[config.mk]
export PLATFORM = sky130hd
export DESIGN_NAME = two_stack_array_deque_flat
export DESIGN_NICKNAME = d
export VERILOG_FILES = /design/src/design/tsad_pkg.sv /design/src/design/tsad_if.sv /design/src/design/tsad_ram.sv /design/src/design/tsad_datapath.sv /design/src/design/tsad_ctrl.sv /design/src/design/two_stack_array_deque.sv /design/src/flat_wrapper.sv
export SDC_FILE = /design/constraint.sdc
export NUM_CORES = 1
export LEC_CHECK = 0
export BUFFER_PORTS_ARGS = -buffer_cell sky130_fd_sc_hd__buf_2
export CAP_MARGIN = 0
export CORE_ASPECT_RATIO = 0.5
export CORE_MARGIN = 2
export CORE_UTILIZATION = 55
export DETAILED_ROUTE_END_ITERATION = 10
export PLACE_DENSITY_LB_ADDON = 0.3
export SETUP_SLACK_MARGIN = 0.1
export SYNTH_ARGS = -nofsm -noshare
export SYNTH_HDL_FRONTEND = slang
export SYNTH_HIERARCHICAL = 1
export SYNTH_SLANG_ARGS = --single-unit
[constraint.sdc]
create_clock -name clk -period 8.35 [get_ports clk]
set_input_delay 0.835 -clock clk [delete_from_list [all_inputs] [get_ports clk]]
set_output_delay 0.835 -clock clk [all_outputs]
set_load 0.01 [all_outputs]
[src/design/tsad_pkg.sv]
// Package of types, codes and defaults for the two-stack array deque.
package tsad_pkg;

	localparam int DEPTH_DEF = 16;
	localparam int WORD_W    = 32;

	typedef logic signed [WORD_W-1:0] word_t;
	typedef logic [1:0]               req_type_t;
	typedef logic [1:0]               status_t;

	localparam req_type_t REQ_PUSH_FRONT = 2'd0;
	localparam req_type_t REQ_PUSH_BACK  = 2'd1;
	localparam req_type_t REQ_POP_FRONT  = 2'd2;
	localparam req_type_t REQ_POP_BACK   = 2'd3;

	localparam status_t STS_OK    = 2'd0;
	localparam status_t STS_FULL  = 2'd1;
	localparam status_t STS_EMPTY = 2'd2;

	// Commands from the controller to the datapath.
	typedef struct packed {
		logic accept;
		logic exec;
		logic capture;
		logic shift;
		logic load_out;
	} cmd_t;

	// Status from the datapath to the controller.
	typedef struct packed {
		logic pop_go;
		logic more_moves;
		logic last_move;
	} sts_t;

endpackage

[src/design/tsad_if.sv]
// Request and response channel interfaces of the two-stack array deque.
interface tsad_req_if;
	logic                   valid;
	logic                   ready;
	tsad_pkg::req_type_t    req_type;
	tsad_pkg::word_t        push_value;

	modport source (output valid, output req_type, output push_value, input ready);
	modport sink (input valid, input req_type, input push_value, output ready);
endinterface

interface tsad_rsp_if;
	logic                   valid;
	logic                   ready;
	tsad_pkg::word_t        pop_value;
	tsad_pkg::status_t      status;
	logic                   now_empty;
	logic                   now_full;

	modport source (output valid, output pop_value, output status, output now_empty,
		output now_full, input ready);
	modport sink (input valid, input pop_value, input status, input now_empty,
		input now_full, output ready);
endinterface

[src/design/tsad_ram.sv]
// Generic single-write, single-read RAM with registered read data.
module tsad_ram #(
	parameter int WIDTH = 32,
	parameter int DEPTH = 16,
	localparam int AW   = (DEPTH > 1) ? $clog2(DEPTH) : 1
) (
	input  logic             clk,
	input  logic             we,
	input  logic [AW-1:0]    waddr,
	input  logic [WIDTH-1:0] wdata,
	input  logic             re,
	input  logic [AW-1:0]    raddr,
	output logic [WIDTH-1:0] rdata
);

	logic [WIDTH-1:0] mem_q [DEPTH];
	logic [WIDTH-1:0] rdata_q;

	always_ff @(posedge clk) begin
		if (we) begin
			mem_q[waddr] <= wdata;
		end
		if (re) begin
			rdata_q <= mem_q[raddr];
		end
	end

	assign rdata = rdata_q;

endmodule

[src/design/tsad_datapath.sv]
// Datapath of the deque: stack counts, slot memory, shift cursor and result registers.
module tsad_datapath #(
	parameter int DEPTH = tsad_pkg::DEPTH_DEF
) (
	input  logic                clk,
	input  logic                arst_n,
	input  tsad_pkg::cmd_t      cmd,
	output tsad_pkg::sts_t      sts,
	input  tsad_pkg::req_type_t req_type,
	input  tsad_pkg::word_t     push_value,
	output tsad_pkg::word_t     pop_value,
	output tsad_pkg::status_t   status,
	output logic                now_empty,
	output logic                now_full
);

	localparam int AW = (DEPTH > 1) ? $clog2(DEPTH) : 1;
	localparam int CW = $clog2(DEPTH + 1);
	localparam logic [AW-1:0] TOP = AW'(DEPTH - 1);

	tsad_pkg::req_type_t req_q;
	tsad_pkg::word_t     val_q;
	logic [CW-1:0]       fc_q, bc_q, fc_d, bc_d;
	logic [CW-1:0]       moves_q, moves_d;
	logic [AW-1:0]       dst_q, dst_d, dst_step;
	logic                up_q, up_d;
	tsad_pkg::word_t     res_val_q, res_val_d;
	tsad_pkg::status_t   res_sts_q, res_sts_d;
	tsad_pkg::word_t     out_val_q;
	tsad_pkg::status_t   out_sts_q;
	logic                out_empty_q, out_full_q;

	logic                full, empty, is_push;
	logic [CW:0]         total;

	logic                we, re;
	logic [AW-1:0]       waddr, raddr;
	logic [tsad_pkg::WORD_W-1:0] wdata, rdata;

	assign total   = {1'b0, fc_q} + {1'b0, bc_q};
	assign full    = total >= (CW+1)'(DEPTH);
	assign empty   = (fc_q == '0) && (bc_q == '0);
	assign is_push = (req_q == tsad_pkg::REQ_PUSH_FRONT) || (req_q == tsad_pkg::REQ_PUSH_BACK);
	assign dst_step = up_q ? dst_q + AW'(1) : dst_q - AW'(1);

	assign sts.pop_go     = !is_push && !empty;
	assign sts.more_moves = moves_q != '0;
	assign sts.last_move  = moves_q == CW'(1);

	always_comb begin
		we        = 1'b0;
		waddr     = '0;
		wdata     = val_q;
		re        = 1'b0;
		raddr     = '0;
		fc_d      = fc_q;
		bc_d      = bc_q;
		moves_d   = moves_q;
		dst_d     = dst_q;
		up_d      = up_q;
		res_val_d = res_val_q;
		res_sts_d = res_sts_q;
		if (cmd.exec) begin
			res_val_d = '0;
			res_sts_d = tsad_pkg::STS_OK;
			moves_d   = '0;
			if (is_push && full) begin
				res_sts_d = tsad_pkg::STS_FULL;
			end else if (!is_push && empty) begin
				res_sts_d = tsad_pkg::STS_EMPTY;
			end else begin
				unique case (req_q)
					tsad_pkg::REQ_PUSH_FRONT: begin
						we    = 1'b1;
						waddr = fc_q[AW-1:0];
						fc_d  = fc_q + CW'(1);
					end
					tsad_pkg::REQ_PUSH_BACK: begin
						we    = 1'b1;
						waddr = TOP - bc_q[AW-1:0];
						bc_d  = bc_q + CW'(1);
					end
					tsad_pkg::REQ_POP_FRONT: begin
						re = 1'b1;
						if (fc_q != '0) begin
							raddr = AW'(fc_q - CW'(1));
							fc_d  = fc_q - CW'(1);
						end else begin
							// Take the oldest back entry and shift the rest up.
							raddr   = TOP;
							dst_d   = TOP;
							up_d    = 1'b0;
							moves_d = bc_q - CW'(1);
							bc_d    = bc_q - CW'(1);
						end
					end
					tsad_pkg::REQ_POP_BACK: begin
						re = 1'b1;
						if (bc_q != '0) begin
							raddr = TOP - AW'(bc_q - CW'(1));
							bc_d  = bc_q - CW'(1);
						end else begin
							// Take the oldest front entry and shift the rest down.
							raddr   = '0;
							dst_d   = '0;
							up_d    = 1'b1;
							moves_d = fc_q - CW'(1);
							fc_d    = fc_q - CW'(1);
						end
					end
					default: ;
				endcase
			end
		end
		if (cmd.capture) begin
			res_val_d = tsad_pkg::word_t'(rdata);
			re        = moves_q != '0;
			raddr     = dst_step;
		end
		if (cmd.shift) begin
			we      = 1'b1;
			waddr   = dst_q;
			wdata   = rdata;
			dst_d   = dst_step;
			moves_d = moves_q - CW'(1);
			re      = moves_q > CW'(1);
			raddr   = up_q ? dst_q + AW'(2) : dst_q - AW'(2);
		end
	end

	tsad_ram #(
		.WIDTH(tsad_pkg::WORD_W),
		.DEPTH(DEPTH)
	) u_tsad_ram (
		.clk  (clk),
		.we   (we),
		.waddr(waddr),
		.wdata(wdata),
		.re   (re),
		.raddr(raddr),
		.rdata(rdata)
	);

	always_ff @(posedge clk or negedge arst_n) begin
		if (!arst_n) begin
			fc_q    <= '0;
			bc_q    <= '0;
			moves_q <= '0;
		end else begin
			fc_q    <= fc_d;
			bc_q    <= bc_d;
			moves_q <= moves_d;
		end
	end

	always_ff @(posedge clk) begin
		if (cmd.accept) begin
			req_q <= req_type;
			val_q <= push_value;
		end
		dst_q     <= dst_d;
		up_q      <= up_d;
		res_val_q <= res_val_d;
		res_sts_q <= res_sts_d;
		if (cmd.load_out) begin
			out_val_q   <= res_val_q;
			out_sts_q   <= res_sts_q;
			out_empty_q <= empty;
			out_full_q  <= full;
		end
	end

	assign pop_value = out_val_q;
	assign status    = out_sts_q;
	assign now_empty = out_empty_q;
	assign now_full  = out_full_q;

endmodule

[src/design/tsad_ctrl.sv]
// Controller state machine of the deque and the response valid flag.
module tsad_ctrl (
	input  logic           clk,
	input  logic           arst_n,
	input  logic           in_valid,
	output logic           in_ready,
	output logic           out_valid,
	input  logic           out_ready,
	output tsad_pkg::cmd_t cmd,
	input  tsad_pkg::sts_t sts
);

	localparam logic [2:0] ST_IDLE  = 3'd0;
	localparam logic [2:0] ST_EXEC  = 3'd1;
	localparam logic [2:0] ST_CAPT  = 3'd2;
	localparam logic [2:0] ST_SHIFT = 3'd3;
	localparam logic [2:0] ST_DONE  = 3'd4;

	logic [2:0] state_q, state_d;
	logic       out_valid_q;
	logic       out_free;

	assign in_ready  = state_q == ST_IDLE;
	assign out_valid = out_valid_q;
	assign out_free  = !out_valid_q || out_ready;

	always_comb begin
		state_d = state_q;
		cmd     = '0;
		unique case (state_q)
			ST_IDLE: begin
				cmd.accept = in_valid;
				if (in_valid) begin
					state_d = ST_EXEC;
				end
			end
			ST_EXEC: begin
				cmd.exec = 1'b1;
				state_d  = sts.pop_go ? ST_CAPT : ST_DONE;
			end
			ST_CAPT: begin
				cmd.capture = 1'b1;
				state_d     = sts.more_moves ? ST_SHIFT : ST_DONE;
			end
			ST_SHIFT: begin
				cmd.shift = 1'b1;
				if (sts.last_move) begin
					state_d = ST_DONE;
				end
			end
			ST_DONE: begin
				cmd.load_out = out_free;
				if (out_free) begin
					state_d = ST_IDLE;
				end
			end
			default: begin
				state_d = ST_IDLE;
			end
		endcase
	end

	always_ff @(posedge clk or negedge arst_n) begin
		if (!arst_n) begin
			state_q     <= ST_IDLE;
			out_valid_q <= 1'b0;
		end else begin
			state_q <= state_d;
			priority if (cmd.load_out) begin
				out_valid_q <= 1'b1;
			end else if (out_ready) begin
				out_valid_q <= 1'b0;
			end
		end
	end

endmodule

[src/design/two_stack_array_deque.sv]
// Top level of the two-stack array deque: controller, datapath and channel wiring.
//
//   channel  direction  payload
//   req      sink       req_type, push_value
//   rsp      source     pop_value, status, now_empty, now_full
//
// A push, a refused request or a pop from an end whose own stack holds
// entries gives its result after the execute state, with a capture state between for a pop.
// A pop that has to take the oldest entry of the opposite stack then shifts
// that stack by one slot per cycle through the single read and write port of
// the slot memory until every remaining entry has moved; the next request is
// taken only once the result has been loaded into the output register.
// Reset clears both stack counts at once; the slot memory is never cleared.
// A result waits in the output register while the next request is already at
// work, and the controller holds only when a second result is ready first.
module two_stack_array_deque #(
	parameter int DEPTH = tsad_pkg::DEPTH_DEF
) (
	input  logic      clk,
	input  logic      arst_n,
	tsad_req_if.sink  req,
	tsad_rsp_if.source rsp
);

	// Command and status bundles between controller and datapath.
	tsad_pkg::cmd_t cmd;
	tsad_pkg::sts_t sts;

	// The controller sequences each request through execute and, for a pop, capture and the
	// shift loop, and owns the response valid flag.
	tsad_ctrl u_tsad_ctrl (
		.clk      (clk),
		.arst_n   (arst_n),
		.in_valid (req.valid),
		.in_ready (req.ready),
		.out_valid(rsp.valid),
		.out_ready(rsp.ready),
		.cmd      (cmd),
		.sts      (sts)
	);

	// The datapath holds the counts, the slot memory and the result registers.
	tsad_datapath #(
		.DEPTH(DEPTH)
	) u_tsad_datapath (
		.clk       (clk),
		.arst_n    (arst_n),
		.cmd       (cmd),
		.sts       (sts),
		.req_type  (req.req_type),
		.push_value(req.push_value),
		.pop_value (rsp.pop_value),
		.status    (rsp.status),
		.now_empty (rsp.now_empty),
		.now_full  (rsp.now_full)
	);

endmodule

[src/flat_wrapper.sv]
// flat-port wrapper written by rule: the top's interface ports become plain ports
module two_stack_array_deque_flat 
#(
	parameter int DEPTH = tsad_pkg::DEPTH_DEF
)
  (clk, arst_n, req_valid, req_req_type, req_push_value, req_ready, rsp_valid, rsp_pop_value, rsp_status, rsp_now_empty, rsp_now_full, rsp_ready);
  tsad_req_if req_i ();
  tsad_rsp_if rsp_i ();
  input  logic clk;
  input  logic arst_n;
  input wire logic [$bits(req_i.valid)-1:0] req_valid;
  input wire logic [$bits(req_i.req_type)-1:0] req_req_type;
  input wire logic [$bits(req_i.push_value)-1:0] req_push_value;
  output wire logic [$bits(req_i.ready)-1:0] req_ready;
  output wire logic [$bits(rsp_i.valid)-1:0] rsp_valid;
  output wire logic [$bits(rsp_i.pop_value)-1:0] rsp_pop_value;
  output wire logic [$bits(rsp_i.status)-1:0] rsp_status;
  output wire logic [$bits(rsp_i.now_empty)-1:0] rsp_now_empty;
  output wire logic [$bits(rsp_i.now_full)-1:0] rsp_now_full;
  input wire logic [$bits(rsp_i.ready)-1:0] rsp_ready;
  assign req_i.valid = req_valid;
  assign req_i.req_type = req_req_type;
  assign req_i.push_value = req_push_value;
  assign req_ready = req_i.ready;
  assign rsp_valid = rsp_i.valid;
  assign rsp_pop_value = rsp_i.pop_value;
  assign rsp_status = rsp_i.status;
  assign rsp_now_empty = rsp_i.now_empty;
  assign rsp_now_full = rsp_i.now_full;
  assign rsp_i.ready = rsp_ready;
  two_stack_array_deque #(.DEPTH(DEPTH)) u_core (.clk(clk), .arst_n(arst_n), .req(req_i), .rsp(rsp_i));
endmodule
==> reports/results.ini <==
[setup_path]
critPathMaxFanout = 49
slowest_stage = nor3_2
crit_path_end_kind = flip-flop
critical_path.most_common_cell = buf_4
crit_path_max_incr_delay_ns = 0.82
required_ns = 8.57
worstSetupStartpointType = flip-flop
critPathArrivalTime_ns = 5.32
crit_path_cell_trace = nand2b_1 -> nor2_4 -> buf_4 -> clkinv_1 -> nand4b_1 -> o21ai_0 -> nand3b_1 -> nor3_2 -> buf_4
critPathKind = reg2reg

[power]
pwr-share-seq_pct = 45.7
peakVddDrop_v = 0.000207
total_leakage_power_nw = 9.33
swShare_pct = 31.0
power.internal_mw = 7.29
p_clk_share_pct = 24.6
switchingPower_mw = 3.28
powerDensity_nw_per_um2 = 363
pwr-share-comb_pct = 29.7

[placement]
dp_slack_ns = 3.32
placed_cells = 1947
gp_congestion = 0.832
dp_hpwl_um = 29300
port_buffers = 75
place_area_um2 = 27300

[timing]
fin_hold_ws_ns = 0.194
rsz0062_at_grt = no
tightest_slew_ns = 1.17
max_freq_ghz = 0.196
maxSlewHeadroom_pct = 22.1
fin_crit_sh_pct = 61.1
hold_viol_final = 0
timing.final.ws_setup_ns = 3.25
finClkSkew_ns = 0.0191
finalSetupTns_ns = 0
report.final.setup_viol = 0
period_minus_slack_ns = 5.10
report.final.slew_viol_count = 0

[synth]
synth_edf_count = 653
synth_cells = 1270
ys_async_sr_fraction_pct = 2.83
synth-seq-area-share_pct = 77.0
syn_nets = 1323
synthDistinctLibCells = 68
post-synth-top-count-cell = edfxtp_1
synthDominantCellAreaShare_pct = 75.2
synth_area_um2 = 26100
synth_common_cells = edfxtp_1 (653), mux4_2 (128), a22oi_1 (65)
syn_avg_cell_area_um2 = 20.5
yosysWarnings = 6
synth_ff_type = edfxtp_1
synth_area_leader_cell = edfxtp_1
synth.area.top_cells = edfxtp_1 (75%), mux4_2 (11%), a22oi_1 (1.9%)
synth-seq-cells = 672

[routing]
wirelength_um = 54700
antenna_left = 0
route.detailed.drc = 0
drt-initial-drc-count = 1393
firstDrtPassIters = 5
via_count = 12800
vias_per_cell = 6.24
wire_per_inst_um = 26.7

[grt]
grt_max_degree = 81
overflow = 0
antenna_found_initial = 0
grt_use_total_pct = 22.5
grt_pass1_wl_um = 81500
grt_pass1_vias = 12800

[finish]
final_cells = 2049
fin_area_um2 = 29100
n_antenna_cell = 0
regArea_um2 = 20100
drive_gt1_share_pct = 27.9
fill_cells = 3168
area_delta_synth_final_pct = 11.8
final_nets = 1420
multi_input_area_um2 = 5780

[hold_path]
hp-class = in2async

[clock_network]
cts_hold_buffers = 0
cts_buffers = 56
cts_buffer_depth = 3
clk_latency_ns = 0.59
h-tree-depth = 2
cts_root_buf = clkbuf_16
cts-resized-gates = 0
cts.sink_count = 672
tritoncts = yes
cts_setup_buffers = 0
path_clk_slew_ns = 0.07

[die]
coreArea_um2 = 46800
ios = 76
die_w_um = 312
dieArea_um2 = 49300
start_util_pct = 55.7
die_y_um = 158
std_cell_rows = 56

[job]
drv_cap = 0

[run_status]
outcome = finished, final reports clean

## worst paths after layout
kind / startpoint / endpoint / slack (ns) / cells past startpoint
setup / recovery: u_core/u_tsad_ctrl/state_q[2] / u_core/u_tsad_datapath/u_tsad_ram/mem_q[8][11] / 3.25 / 9
min in group clk: u_core/u_tsad_datapath/res_val_q[11] / u_core/u_tsad_datapath/pop_value[11] / 0.40 / 0
hold / removal: arst_n / u_core/u_tsad_datapath/fc_q[1] / 0.19 / 1
setup reg to reg: u_core/u_tsad_ctrl/state_q[2] / u_core/u_tsad_datapath/u_tsad_ram/mem_q[8][11] / 3.25 / 9
hold reg to reg: u_core/u_tsad_datapath/res_val_q[11] / u_core/u_tsad_datapath/pop_value[11] / 0.40 / 0
max in group asynchronous: arst_n / u_core/u_tsad_datapath/moves_q[1] / 7.83 / 1
## layout make-up
| class | instances | area share [%] |
|---|---|---|
| clock inverters | 39 | 1.30 |
| multi-input cells | 514 | 19.8 |
| clock buffers | 63 | 4.90 |
| well taps | 638 | 2.74 |
| flip-flops and latches | 672 | 68.9 |
| inverters | 17 | 0.219 |
| repair buffers | 106 | 2.09 |
## kinds of logic after synthesis
kind of cell	share of synthesized area (%)
and+or+nand+nor	3.86
DFF	77.0
xor gates and xnor gates	0.634
adders and majority gates	0.778
buffers and inverters	1.49
AOI/OAI and AO/OA	3.60
muxes	12.6
## cells in the final DEF (no fill, tap or decap), types with 11 or more instances in the layout
cell       count
clkbuf_16     56
a21oi_1       19
clkinv_2      11
nor2_1        16
and2_1        39
nor2_4        13
mux4_2       128
a22oi_1       65
clkinv_1      16
buf_4         31
inv_1         15
nand2_1       58
buf_2         75
ha_1          13
edfxtp_1     653
mux2_2        32
o21ai_0       14
dfrtp_1       19
## metrics by stage
step                power [mW]  utilization, %
CTS                       10.6            62.3
floorplan                 7.11               -
detailed placement        8.04            58.4
global placement          7.91            58.4
global route              11.1            62.3
finish                    10.6            62.3
## power by group through the flow
stage / Clock [mW] / Combinational (mW) / Sequential, mW
final: 2.60 / 3.15 / 4.83
after CTS: 2.64 / 3.16 / 4.83
after detailed placement: 0 / 3.14 / 4.90
after floorplan: 0 / 2.31 / 4.80
after global placement: 0 / 3.04 / 4.87
after global routing: 2.77 / 3.41 / 4.87
## layer usage
| layer | share of wire, % | vias up | track usage [%] |
|---|---|---|---|
| met2 | 47 | 612 | 35.6 |
| met5 | 0 | - | 0 |
| met3 | 8.6 | 66 | 3.71 |
| met1 | 43 | 6725 | 33.8 |
| li1 | - | 5383 | - |
| met4 | 1.4 | 0 | 4.60 |
## state kept, by name (all words and copies together), names as in the netlist, 3 cells and up
name                                     flops
u_core/u_tsad_datapath/moves_q               5
u_core/u_tsad_datapath/u_tsad_ram/mem_q    512
u_core/u_tsad_datapath/val_q                32
u_core/u_tsad_datapath/u_tsad_ram/rdata     32
u_core/u_tsad_datapath/dst_q                 4
u_core/u_tsad_ctrl/state_q                   3
u_core/u_tsad_datapath/pop_value            32
u_core/u_tsad_datapath/res_val_q            32
u_core/u_tsad_datapath/fc_q                  5
u_core/u_tsad_datapath/bc_q                  5
## critical path, delay by kind of cell (launching register included)
kind,cells,cell delay (ns)
buffers and inverters,3,1.79
DFF,1,0.53
and+or+nand+nor,5,2.13
AOI/OAI and AO/OA,1,0.20
Power figures use the tool's default switching activity.
